`src/design/protobuf_wire_field_tokenizer_top_assert.svh`:
```
// Assertion macros used by the tokenizer decoder.
// Expands to concurrent assertions in simulation and to nothing in synthesis.
`ifndef PROTOBUF_WIRE_FIELD_TOKENIZER_TOP_ASSERT_SVH
`define PROTOBUF_WIRE_FIELD_TOKENIZER_TOP_ASSERT_SVH

`ifndef SYNTHESIS
`define PBT_ASSERT(lbl, clk, rstn, prop) \
  lbl: assert property (@(posedge clk) disable iff (!rstn) prop) \
    else $error("pbt assertion failed");
`define PBT_ASSERT_NEVER(lbl, clk, rstn, cond) \
  lbl: assert property (@(posedge clk) disable iff (!rstn) !(cond)) \
    else $error("pbt forbidden condition seen");
`else
`define PBT_ASSERT(lbl, clk, rstn, prop)
`define PBT_ASSERT_NEVER(lbl, clk, rstn, cond)
`endif

`endif

```
`src/design/pbt_pkg.sv`:
```
// Shared types and constants of the protobuf wire field tokenizer.
// No dependencies; the stage, decoder and top modules import this package.
package pbt_pkg;

  localparam int unsigned MAX_VARINT_BYTES = 10;

  // Wire type codes of a tag
  localparam logic [2:0] WIRE_VARINT  = 3'd0;
  localparam logic [2:0] WIRE_FIXED64 = 3'd1;
  localparam logic [2:0] WIRE_LEN     = 3'd2;
  localparam logic [2:0] WIRE_SGROUP  = 3'd3;
  localparam logic [2:0] WIRE_EGROUP  = 3'd4;
  localparam logic [2:0] WIRE_FIXED32 = 3'd5;
  localparam logic [2:0] WIRE_RSVD6   = 3'd6;
  localparam logic [2:0] WIRE_RSVD7   = 3'd7;

  typedef enum logic [2:0] {
    PH_TAG     = 3'd0,
    PH_VARVAL  = 3'd1,
    PH_FIXED   = 3'd2,
    PH_LENLEN  = 3'd3,
    PH_PAYLOAD = 3'd4,
    PH_ERR     = 3'd5
  } pbt_phase_e;

  typedef enum logic [1:0] {
    KIND_FIELD   = 2'd0,
    KIND_PAYLOAD = 2'd1,
    KIND_ERROR   = 2'd2,
    KIND_END     = 2'd3
  } pbt_kind_e;

  typedef enum logic [1:0] {
    CAUSE_NONE      = 2'd0,
    CAUSE_TOO_LONG  = 2'd1,
    CAUSE_BAD_WIRE  = 2'd2,
    CAUSE_TRUNCATED = 2'd3
  } pbt_cause_e;

  typedef struct packed {
    logic [7:0] in_byte;
    logic       last_byte;
  } pbt_item_t;

  typedef struct packed {
    logic [1:0]  kind;
    logic [31:0] field_id;
    logic [2:0]  wire_code;
    logic [63:0] field_value;
    logic [7:0]  payload_byte;
    logic [1:0]  error_cause;
    logic        msg_end;
  } pbt_result_t;

endpackage

```
`src/design/pbt_in_if.sv`:
```
// Input byte channel: valid/ready handshake with the raw byte and end flag.
// No dependencies.
interface pbt_in_if;
  logic       valid;
  logic       ready;
  logic [7:0] in_byte;
  logic       last_byte;

  modport source (output valid, output in_byte, output last_byte, input ready);
  modport sink   (input valid, input in_byte, input last_byte, output ready);
endinterface

```
`src/design/pbt_out_if.sv`:
```
// Result channel: valid/ready handshake with one decoded token.
// No dependencies.
interface pbt_out_if;
  logic        valid;
  logic        ready;
  logic [1:0]  kind;
  logic [31:0] field_id;
  logic [2:0]  wire_code;
  logic [63:0] field_value;
  logic [7:0]  payload_byte;
  logic [1:0]  error_cause;
  logic        msg_end;

  modport source (output valid, output kind, output field_id, output wire_code,
                  output field_value, output payload_byte, output error_cause,
                  output msg_end, input ready);
  modport sink   (input valid, input kind, input field_id, input wire_code,
                  input field_value, input payload_byte, input error_cause,
                  input msg_end, output ready);
endinterface

```
`src/design/pbt_in_stage.sv`:
```
// Input register of the tokenizer: holds one byte until the decoder takes it.
// Depends on pbt_pkg.
module pbt_in_stage (
  input  logic              clk_i,
  input  logic              rst_ni,
  input  logic              valid_i,
  output logic              ready_o,
  input  pbt_pkg::pbt_item_t item_i,
  output logic              valid_o,
  output pbt_pkg::pbt_item_t item_o,
  input  logic              take_i
);
  import pbt_pkg::*;

  logic      valid_q, valid_d;
  pbt_item_t item_q;

  // refill in the same cycle the held byte is consumed
  assign ready_o = !valid_q || take_i;

  always_comb begin
    valid_d = valid_q;
    if (take_i) begin
      valid_d = 1'b0;
    end
    if (valid_i && ready_o) begin
      valid_d = 1'b1;
    end
  end

  always_ff @(posedge clk_i or negedge rst_ni) begin
    if (!rst_ni) begin
      valid_q <= 1'b0;
    end else begin
      valid_q <= valid_d;
    end
  end

  always_ff @(posedge clk_i) begin
    if (valid_i && ready_o) begin
      item_q <= item_i;
    end
  end

  assign valid_o = valid_q;
  assign item_o  = item_q;

endmodule

```
`src/design/pbt_decode.sv`:
```
// Wire-format decoder core: parse state registers and the per-byte step logic.
// Depends on pbt_pkg and the assertion macro header.
`include "protobuf_wire_field_tokenizer_top_assert.svh"

module pbt_decode #(
  parameter int unsigned MaxVarintBytes = pbt_pkg::MAX_VARINT_BYTES
) (
  input  logic                 clk_i,
  input  logic                 rst_ni,
  input  logic                 item_valid_i,
  input  pbt_pkg::pbt_item_t   item_i,
  input  logic                 out_free_i,
  output logic                 take_o,
  output logic                 emit_o,
  output pbt_pkg::pbt_result_t result_o
);
  import pbt_pkg::*;

  localparam int unsigned CntW = $clog2(MaxVarintBytes + 1);

  pbt_phase_e     phase_q, phase_d;
  logic [63:0]    acc_q, acc_d;
  logic [CntW-1:0] cnt_q, cnt_d;
  logic [31:0]    field_q, field_d;
  logic [2:0]     wire_q, wire_d;
  logic [63:0]    rem_q, rem_d;

  logic [63:0]    vacc, facc, rem_dec;
  logic [CntW-1:0] vcnt;
  logic [31:0]    tag_field;
  logic [2:0]     tag_wire;
  logic           tag_known, more, too_long, rem_last, bad_wire;
  logic           emit;
  pbt_result_t    res;
  logic           last_take, parse_idle, err_emit;

  // OR seven value bits into the lane picked by the byte count
  function automatic logic [63:0] varint_merge(logic [63:0] acc, logic [CntW-1:0] cnt,
                                               logic [6:0] bits);
    logic [63:0] r;
    r = acc;
    for (int i = 0; i < MaxVarintBytes; i++) begin
      if (cnt == CntW'(i)) begin
        r = r | (64'(bits) << (7 * i));
      end
    end
    return r;
  endfunction

  assign take_o    = item_valid_i && out_free_i;
  assign vacc      = varint_merge(acc_q, cnt_q, item_i.in_byte[6:0]);
  assign vcnt      = cnt_q + CntW'(1);
  assign facc      = acc_q | (64'(item_i.in_byte) << {cnt_q[2:0], 3'b000});
  assign rem_dec   = rem_q - 64'd1;
  assign rem_last  = (rem_q == 64'd1);
  assign tag_field = vacc[34:3];
  assign tag_wire  = vacc[2:0];
  assign tag_known = (phase_q != PH_TAG);
  assign more      = item_i.in_byte[7];
  assign too_long  = more && (cnt_q == CntW'(MaxVarintBytes - 1));
  assign bad_wire  = (tag_wire == WIRE_SGROUP) || (tag_wire == WIRE_EGROUP) ||
                     (tag_wire == WIRE_RSVD6) || (tag_wire == WIRE_RSVD7);

  always_comb begin
    phase_d = phase_q;
    acc_d   = acc_q;
    cnt_d   = cnt_q;
    field_d = field_q;
    wire_d  = wire_q;
    rem_d   = rem_q;
    emit    = 1'b0;
    res     = '0;
    if (take_o) begin
      case (phase_q)
        PH_ERR: begin
          if (item_i.last_byte) begin
            emit     = 1'b1;
            res.kind = KIND_END;
          end
        end
        PH_FIXED: begin
          acc_d = facc;
          cnt_d = vcnt;
          rem_d = rem_dec;
          if (rem_last) begin
            emit            = 1'b1;
            res.kind        = KIND_FIELD;
            res.field_id    = field_q;
            res.wire_code   = wire_q;
            res.field_value = facc;
            acc_d           = '0;
            cnt_d           = '0;
            phase_d         = PH_TAG;
          end else if (item_i.last_byte) begin
            emit            = 1'b1;
            res.kind        = KIND_ERROR;
            res.field_id    = field_q;
            res.wire_code   = wire_q;
            res.error_cause = CAUSE_TRUNCATED;
          end
        end
        PH_PAYLOAD: begin
          rem_d         = rem_dec;
          emit          = 1'b1;
          res.field_id  = field_q;
          res.wire_code = wire_q;
          if (!rem_last && item_i.last_byte) begin
            res.kind        = KIND_ERROR;
            res.error_cause = CAUSE_TRUNCATED;
          end else begin
            res.kind         = KIND_PAYLOAD;
            res.payload_byte = item_i.in_byte;
            if (rem_last) begin
              phase_d = PH_TAG;
            end
          end
        end
        PH_TAG, PH_VARVAL, PH_LENLEN: begin
          if (too_long) begin
            emit            = 1'b1;
            res.kind        = KIND_ERROR;
            res.error_cause = CAUSE_TOO_LONG;
            if (tag_known) begin
              res.field_id  = field_q;
              res.wire_code = wire_q;
            end
            phase_d = PH_ERR;
          end else if (more) begin
            if (item_i.last_byte) begin
              emit            = 1'b1;
              res.kind        = KIND_ERROR;
              res.error_cause = CAUSE_TRUNCATED;
              if (tag_known) begin
                res.field_id  = field_q;
                res.wire_code = wire_q;
              end
            end else begin
              acc_d = vacc;
              cnt_d = vcnt;
            end
          end else begin
            acc_d = '0;
            cnt_d = '0;
            if (phase_q == PH_TAG) begin
              field_d = tag_field;
              wire_d  = tag_wire;
              if (bad_wire) begin
                emit            = 1'b1;
                res.kind        = KIND_ERROR;
                res.field_id    = tag_field;
                res.wire_code   = tag_wire;
                res.error_cause = CAUSE_BAD_WIRE;
                phase_d         = PH_ERR;
              end else if (item_i.last_byte) begin
                emit            = 1'b1;
                res.kind        = KIND_ERROR;
                res.field_id    = tag_field;
                res.wire_code   = tag_wire;
                res.error_cause = CAUSE_TRUNCATED;
              end else begin
                case (tag_wire)
                  WIRE_VARINT:  phase_d = PH_VARVAL;
                  WIRE_LEN:     phase_d = PH_LENLEN;
                  WIRE_FIXED64: begin
                    phase_d = PH_FIXED;
                    rem_d   = 64'd8;
                  end
                  WIRE_FIXED32: begin
                    phase_d = PH_FIXED;
                    rem_d   = 64'd4;
                  end
                  default: phase_d = PH_ERR;
                endcase
              end
            end else begin
              emit            = 1'b1;
              res.kind        = KIND_FIELD;
              res.field_id    = field_q;
              res.wire_code   = wire_q;
              res.field_value = vacc;
              phase_d         = PH_TAG;
              if ((phase_q == PH_LENLEN) && (vacc != 64'd0)) begin
                if (item_i.last_byte) begin
                  res.kind        = KIND_ERROR;
                  res.field_value = '0;
                  res.error_cause = CAUSE_TRUNCATED;
                end else begin
                  rem_d   = vacc;
                  phase_d = PH_PAYLOAD;
                end
              end
            end
          end
        end
        default: begin
          phase_d = PH_TAG;
        end
      endcase
      // the last byte always reports and returns the parser to its idle state
      if (item_i.last_byte) begin
        res.msg_end = 1'b1;
        phase_d     = PH_TAG;
        acc_d       = '0;
        cnt_d       = '0;
        field_d     = '0;
        wire_d      = '0;
        rem_d       = '0;
      end
    end
  end

  always_ff @(posedge clk_i or negedge rst_ni) begin
    if (!rst_ni) begin
      phase_q <= PH_TAG;
      acc_q   <= '0;
      cnt_q   <= '0;
      field_q <= '0;
      wire_q  <= '0;
      rem_q   <= '0;
    end else begin
      phase_q <= phase_d;
      acc_q   <= acc_d;
      cnt_q   <= cnt_d;
      field_q <= field_d;
      wire_q  <= wire_d;
      rem_q   <= rem_d;
    end
  end

  assign emit_o   = emit;
  assign result_o = res;

  assign last_take  = take_o && item_i.last_byte;
  assign parse_idle = (phase_q == PH_TAG) && (rem_q == 64'd0) && (acc_q == 64'd0);
  assign err_emit   = emit && (res.kind == KIND_ERROR);

  `PBT_ASSERT(a_last_clears, clk_i, rst_ni, last_take |=> parse_idle)
  `PBT_ASSERT_NEVER(a_err_quiet, clk_i, rst_ni, (phase_q == PH_ERR) && emit && !item_i.last_byte)
  `PBT_ASSERT_NEVER(a_err_has_cause, clk_i, rst_ni, err_emit && (res.error_cause == CAUSE_NONE))
  `PBT_ASSERT(a_fixed_rem, clk_i, rst_ni, (phase_q == PH_FIXED) |-> (rem_q != 0 && rem_q <= 8))

endmodule

```
`src/design/pbt_out_stage.sv`:
```
// Result register of the tokenizer: holds one token until the sink takes it.
// Depends on pbt_pkg.
module pbt_out_stage (
  input  logic                 clk_i,
  input  logic                 rst_ni,
  input  logic                 load_i,
  input  pbt_pkg::pbt_result_t result_i,
  output logic                 free_o,
  output logic                 valid_o,
  input  logic                 ready_i,
  output pbt_pkg::pbt_result_t result_o
);
  import pbt_pkg::*;

  logic        valid_q, valid_d;
  pbt_result_t data_q;

  // free when empty or when the held token leaves this cycle
  assign free_o = !valid_q || ready_i;

  always_comb begin
    valid_d = valid_q;
    if (ready_i) begin
      valid_d = 1'b0;
    end
    if (load_i) begin
      valid_d = 1'b1;
    end
  end

  always_ff @(posedge clk_i or negedge rst_ni) begin
    if (!rst_ni) begin
      valid_q <= 1'b0;
    end else begin
      valid_q <= valid_d;
    end
  end

  always_ff @(posedge clk_i) begin
    if (load_i) begin
      data_q <= result_i;
    end
  end

  assign valid_o  = valid_q;
  assign result_o = data_q;

endmodule

```
`src/design/protobuf_wire_field_tokenizer_top.sv`:
```
// Protobuf wire field tokenizer, top level. Uses pbt_pkg, pbt_in_if, pbt_out_if.
// A byte waits in the input register; its decoded result waits in the result register.
// Throughput: one byte per cycle while the result register is free; state updates once per byte.
// A full result register does not stop input while the sink takes it the same cycle.
// Reset (rst_ni low, asynchronous) empties both registers and parses a new tag.
module protobuf_wire_field_tokenizer_top #(
  parameter int unsigned MaxVarintBytes = pbt_pkg::MAX_VARINT_BYTES
) (
  input  logic clk_i,
  input  logic rst_ni,
  pbt_in_if.sink    in_ch,
  pbt_out_if.source out_ch
);
  import pbt_pkg::*;

  pbt_item_t   in_item, held_item;
  logic        held_valid;
  logic        take;
  logic        emit;
  logic        out_free;
  logic        in_ready;
  logic        out_valid;
  pbt_result_t step_res, out_res;

  assign in_item.in_byte   = in_ch.in_byte;
  assign in_item.last_byte = in_ch.last_byte;
  assign in_ch.ready       = in_ready;

  // Input register: one byte waiting for the decoder.
  pbt_in_stage u_in (
    .clk_i   (clk_i),
    .rst_ni  (rst_ni),
    .valid_i (in_ch.valid),
    .ready_o (in_ready),
    .item_i  (in_item),
    .valid_o (held_valid),
    .item_o  (held_item),
    .take_i  (take)
  );

  // Decoder: consume the held byte whenever the result register can take
  // whatever it produces; bytes that produce no token still advance.
  pbt_decode #(
    .MaxVarintBytes (MaxVarintBytes)
  ) u_decode (
    .clk_i        (clk_i),
    .rst_ni       (rst_ni),
    .item_valid_i (held_valid),
    .item_i       (held_item),
    .out_free_i   (out_free),
    .take_o       (take),
    .emit_o       (emit),
    .result_o     (step_res)
  );

  // Result register: hold the token until the sink completes the transfer.
  pbt_out_stage u_out (
    .clk_i    (clk_i),
    .rst_ni   (rst_ni),
    .load_i   (emit),
    .result_i (step_res),
    .free_o   (out_free),
    .valid_o  (out_valid),
    .ready_i  (out_ch.ready),
    .result_o (out_res)
  );

  assign out_ch.valid        = out_valid;
  assign out_ch.kind         = out_res.kind;
  assign out_ch.field_id     = out_res.field_id;
  assign out_ch.wire_code    = out_res.wire_code;
  assign out_ch.field_value  = out_res.field_value;
  assign out_ch.payload_byte = out_res.payload_byte;
  assign out_ch.error_cause  = out_res.error_cause;
  assign out_ch.msg_end      = out_res.msg_end;

endmodule
```
`src/flat_wrapper.sv`:
```
// flat-port wrapper written by rule: the top's interface ports become plain ports
module protobuf_wire_field_tokenizer_top_flat import pbt_pkg::*;
#(
  parameter int unsigned MaxVarintBytes = pbt_pkg::MAX_VARINT_BYTES
)
  (clk_i, rst_ni, in_ch_valid, in_ch_in_byte, in_ch_last_byte, in_ch_ready, out_ch_valid, out_ch_kind, out_ch_field_id, out_ch_wire_code, out_ch_field_value, out_ch_payload_byte, out_ch_error_cause, out_ch_msg_end, out_ch_ready);
  pbt_in_if in_ch_i ();
  pbt_out_if out_ch_i ();
  input  logic clk_i;
  input  logic rst_ni;
  input wire logic [$bits(in_ch_i.valid)-1:0] in_ch_valid;
  input wire logic [$bits(in_ch_i.in_byte)-1:0] in_ch_in_byte;
  input wire logic [$bits(in_ch_i.last_byte)-1:0] in_ch_last_byte;
  output wire logic [$bits(in_ch_i.ready)-1:0] in_ch_ready;
  output wire logic [$bits(out_ch_i.valid)-1:0] out_ch_valid;
  output wire logic [$bits(out_ch_i.kind)-1:0] out_ch_kind;
  output wire logic [$bits(out_ch_i.field_id)-1:0] out_ch_field_id;
  output wire logic [$bits(out_ch_i.wire_code)-1:0] out_ch_wire_code;
  output wire logic [$bits(out_ch_i.field_value)-1:0] out_ch_field_value;
  output wire logic [$bits(out_ch_i.payload_byte)-1:0] out_ch_payload_byte;
  output wire logic [$bits(out_ch_i.error_cause)-1:0] out_ch_error_cause;
  output wire logic [$bits(out_ch_i.msg_end)-1:0] out_ch_msg_end;
  input wire logic [$bits(out_ch_i.ready)-1:0] out_ch_ready;
  assign in_ch_i.valid = in_ch_valid;
  assign in_ch_i.in_byte = in_ch_in_byte;
  assign in_ch_i.last_byte = in_ch_last_byte;
  assign in_ch_ready = in_ch_i.ready;
  assign out_ch_valid = out_ch_i.valid;
  assign out_ch_kind = out_ch_i.kind;
  assign out_ch_field_id = out_ch_i.field_id;
  assign out_ch_wire_code = out_ch_i.wire_code;
  assign out_ch_field_value = out_ch_i.field_value;
  assign out_ch_payload_byte = out_ch_i.payload_byte;
  assign out_ch_error_cause = out_ch_i.error_cause;
  assign out_ch_msg_end = out_ch_i.msg_end;
  assign out_ch_i.ready = out_ch_ready;
  protobuf_wire_field_tokenizer_top #(.MaxVarintBytes(MaxVarintBytes)) u_core (.clk_i(clk_i), .rst_ni(rst_ni), .in_ch(in_ch_i), .out_ch(out_ch_i));
endmodule
```
`config.mk`:
```
export PLATFORM = sky130hd
export DESIGN_NAME = protobuf_wire_field_tokenizer_top_flat
export DESIGN_NICKNAME = d
export VERILOG_FILES = /design/src/design/pbt_pkg.sv /design/src/design/pbt_in_if.sv /design/src/design/pbt_out_if.sv /design/src/design/pbt_in_stage.sv /design/src/design/pbt_decode.sv /design/src/design/pbt_out_stage.sv /design/src/design/protobuf_wire_field_tokenizer_top.sv /design/src/flat_wrapper.sv
export VERILOG_INCLUDE_DIRS = /design/src /design/src/design
export SDC_FILE = /design/constraint.sdc
export NUM_CORES = 1
export LEC_CHECK = 0
export BUFFER_PORTS_ARGS = -buffer_cell sky130_fd_sc_hd__buf_4
export CORE_ASPECT_RATIO = 1.2
export CORE_MARGIN = 3
export CORE_UTILIZATION = 60
export CTS_CLUSTER_SIZE = 12
export DETAILED_ROUTE_END_ITERATION = 6
export GPL_ROUTABILITY_DRIVEN = 0
export MAX_ROUTING_LAYER = met4
export PLACE_DENSITY = 0.8
export SYNTH_ARGS = -nofsm -noshare
export SYNTH_HDL_FRONTEND = slang
export SYNTH_SLANG_ARGS = --single-unit
```
`constraint.sdc`:
```
create_clock -name clk_i -period 13.65 [get_ports clk_i]
set_clock_uncertainty 0.15 [all_clocks]
set_input_delay 0.6825 -clock clk_i [delete_from_list [all_inputs] [get_ports clk_i]]
set_output_delay 0.6825 -clock clk_i [all_outputs]
set_load 0.01 [all_outputs]
```
==> results by group <==
Global routing
  – Gr usage total: 36.7%
  – First-pass GRT wire length: 81800 microns
  – Largest net degree at the start of global routing: 80
  – Total grt overflow: 0
  – Initial antenna violation count: 1
  – Vias in the first global route: 14656

Place
  – Final HPWL DP: 34400 microns
  – Port Buffers: 126
  – Area after DPL: 0.0172 sq mm
  – Pre-CTS WS: 8560 ps

Route
  – WL final: 52800 microns
  – # DRC: 0
  – Drt pass-1 iters: 7
  – Via count: 15600
  – Met1 WL: 18700 microns
  – 1st-iter DRT viols: 2802
  – Top layer in use: met4
  – Post-DR wirelength/cell: 24.4 microns
  – Met3 wire len: 6690 microns
  – Met2 WL post-DR: 23900 microns
  – Vias per inst: 7.21
  – Remaining antenna violation count after routing: 0

Clock network
  – Clk Latency, worst-skew pair: 570 ps
  – Bufs on Longest Clock Path: 3
  – Cts bufs inserted: 30
  – CTS H-tree lvls: 1
  – Root Buffer: clkbuf_16
  – CTS tree: done
  – Cts hold-fix bufs: 1
  – CTS Sinks: 293
  – Clock-pin slew on the worst setup and hold paths: 70 ps
  – Post-CTS resize count: 0
  – Post-CTS Setup Repair Bufs: 0

Synthesis
  – Syn_nets: 1772
  – Number of flops mapped to enable cells by yosys: 121
  – Top cells by count, synth: a21oi_1 (330), nand2_1 (250), dfrtp_1 (172)
  – Syn Std Cell Area: 0.0161 sq mm
  – Largest area contributor in the netlist: dfrtp_1
  – Post-Synthesis Cells: 1753
  – Synthesized area per cell: 9.17 sq um
  – Count leader, synth: a21oi_1
  – Post-synthesis sequential area ratio: 49.4%
  – Yosys warning count: 0
  – Async SR Flop Fraction: 58.7%
  – Share of the synthesized area in the top cell type: 26.8%
  – Yosys reg bits: 293
  – Ranking of synthesized cells by area: dfrtp_1 (27%), edfxtp_1 (23%), a21oi_1 (10%)
  – Synth cell types: 72
  – Predominant post-synthesis flop cell: dfrtp_1

Final layout
  – Area grow syn2layout: 12.8%
  – Util after Layout: 68.8%
  – Area of the multi-input gates: 0.00752 sq mm
  – Register area: 0.00794 sq mm
  – Share of cells above drive strength 1: 13.8%
  – Final layout net count: 1823
  – FILL cells: 2010
  – Cell area after layout: 0.0181 sq mm

Critical path
  – CP max stage cell: buf_4
  – Critical path class: flop to flop
  – CP Max Fanout: 79
  – Worst path top cell family by delay: buffers and inverters
  – Crit path DAT: 5340 ps
  – Worst EP required: 13690 ps
  – Startpoint types: flop
  – Critical Path Most Common Cell: buf_4
  – Nature of the critical path endpoint: flop
  – CP bufs+invs: 3
  – Critical-path cell list: inv_1 -> ha_1 -> nor4bb_1 -> nor2_1 -> a21boi_0 -> o21bai_1 -> a21oi_1 -> o21ai_0 -> a221oi_4 -> buf_4 -> buf_4
  – Largest stage delay on the critical path: 800 ps

Timing
  – Slew Viols, Final: 0
  – TNS Setup: 0 ps
  – Final Setup Violations: 0
  – Hold Slack: 140 ps
  – Fin worst setup slack: 8350 ps
  – Final Hold Fails: 0
  – Worst slew pin tran: 1150 ps
  – Period utilization: 38.8%
  – Relative slew slack: 23.2%
  – Max Clock Freq: 0.189 GHz
  – Unrepaired setup endpoints after global routing: no
  – Minimum clock period: 5300 ps

Floorplanning
  – DIE WIDTH: 155 microns
  – Site Rows: 65
  – Initial Util: 61.0%
  – Die height: 185 microns
  – Ports: 127
  – Core Region: 0.0264 sq mm
  – Die footprint: 0.0288 sq mm

Flow run
  – Max-cap violation count: 0

Power
  – Cell Pwr Density: 215 mW/mm^2
  – P_leak: 0.00706 uW
  – Peak supply drop: 0.111 mV

Outcome
  – Outcome: finished clean

Min path
  – Type of the worst min-delay path: primary input to flop
[final timing paths]
path	slack (ps)	startpoint	cells past startpoint	to
min	140	in_ch_in_byte[3]	1	u_core.u_in.item_o[4]
min in group asynchronous	470	rst_ni	2	u_core.u_decode.field_q[18]
max	8350	u_core.u_decode.cnt_q[1]	11	u_core.u_out.result_o[72]
min reg2reg	330	u_core.u_decode.field_q[19]	2	u_core.u_decode.field_q[19]
max reg2reg	8350	u_core.u_decode.cnt_q[1]	11	u_core.u_out.result_o[72]
max in group asynchronous	10790	rst_ni	4	u_core.u_decode.rem_q[46]
[through the flow]
| step | power (uW) | std cells |
|---|---|---|
| finish | 3900 | 2164 |
| global route | 4080 | 2163 |
| global placement | 3000 | 2106 |
| CTS | 3840 | 2162 |
| floorplan | 2490 | 1753 |
| detailed placement | 3050 | 2106 |
[per-layer routing]
layer / vias to the layer above / global-route usage [%]
li1: 6726 / -
met1: 7336 / 46.3
met2: 1251 / 55.1
met3: 287 / 8.06
met4: 0 / 20.6
met5: - / -
[sequential cells by signal (all words and copies together), names as in the netlist]
| signal | cells |
|---|---|
| u_core.u_out.valid_o | 1 |
| u_core.u_decode.phase_q | 3 |
| u_core.u_decode.rem_q | 64 |
| u_core.u_out.result_o | 112 |
| u_core.u_decode.wire_q | 3 |
| u_core.u_in.item_o | 9 |
| u_core.u_decode.cnt_q | 4 |
| u_core.u_decode.acc_q | 64 |
| u_core.u_decode.field_q | 32 |
| u_core.u_in.valid_o | 1 |
[layout by cell type (no fill, tap or decap), drive strengths merged, types with 8 or more instances in the layout]
| master | netlist | layout |
|---|---|---|
| a21oi | 331 | 331 |
| nand2 | 250 | 250 |
| dfrtp | 172 | 172 |
| buf | 27 | 163 |
| edfxtp | 121 | 121 |
| o22ai | 72 | 72 |
| o21ai | 71 | 71 |
| nor2 | 71 | 71 |
| o31ai | 56 | 56 |
| clkbuf | 118 | 49 |
| nand2b | 46 | 46 |
| a31oi | 43 | 43 |
| nor3 | 38 | 38 |
| o2bb2ai | 38 | 38 |
| nand3 | 30 | 30 |
| inv | 24 | 24 |
| nand4 | 24 | 24 |
| or3 | 18 | 18 |
| and2 | 18 | 18 |
| a2111oi | 14 | 14 |
| nor4 | 14 | 14 |
| and4b | 13 | 13 |
| nor2b | 11 | 11 |
| a31o | 11 | 11 |
| o32ai | 11 | 11 |
| o211ai | 9 | 9 |
| a21o | 8 | 8 |
[cell type report]
class | instances | share of cell area [%]
tap | 335 | 2.31
clock inverter | 6 | 0.152
antenna | 2 | 0.0276
multi-input combinational | 1290 | 41.5
timing repair buffer | 164 | 6.82
sequential | 293 | 43.8
clock buffer | 49 | 4.93
inverter | 25 | 0.518
[cell families (layout without fill, tap and decap cells)]
logic type / count (synthesis) / after routing / synth area share [%]
compound gates: 713 / 713 / 28.1
buf+inv: 170 / 244 / 4.26
flops: 293 / 293 / 49.4
xor+xnor: 2 / 2 / 0.109
simple gates: 567 / 567 / 17.6
fa+ha+maj: 6 / 6 / 0.467
other cells: 0 / 2 / 0
mux: 2 / 2 / 0.132
[power by group]
| part | internal (uW) | switching, uW |
|---|---|---|
| registers | 1220 | 209 |
| clock network | 444 | 348 |
| logic | 529 | 1150 |
Note: power is estimated with default switching activity, not from simulation.
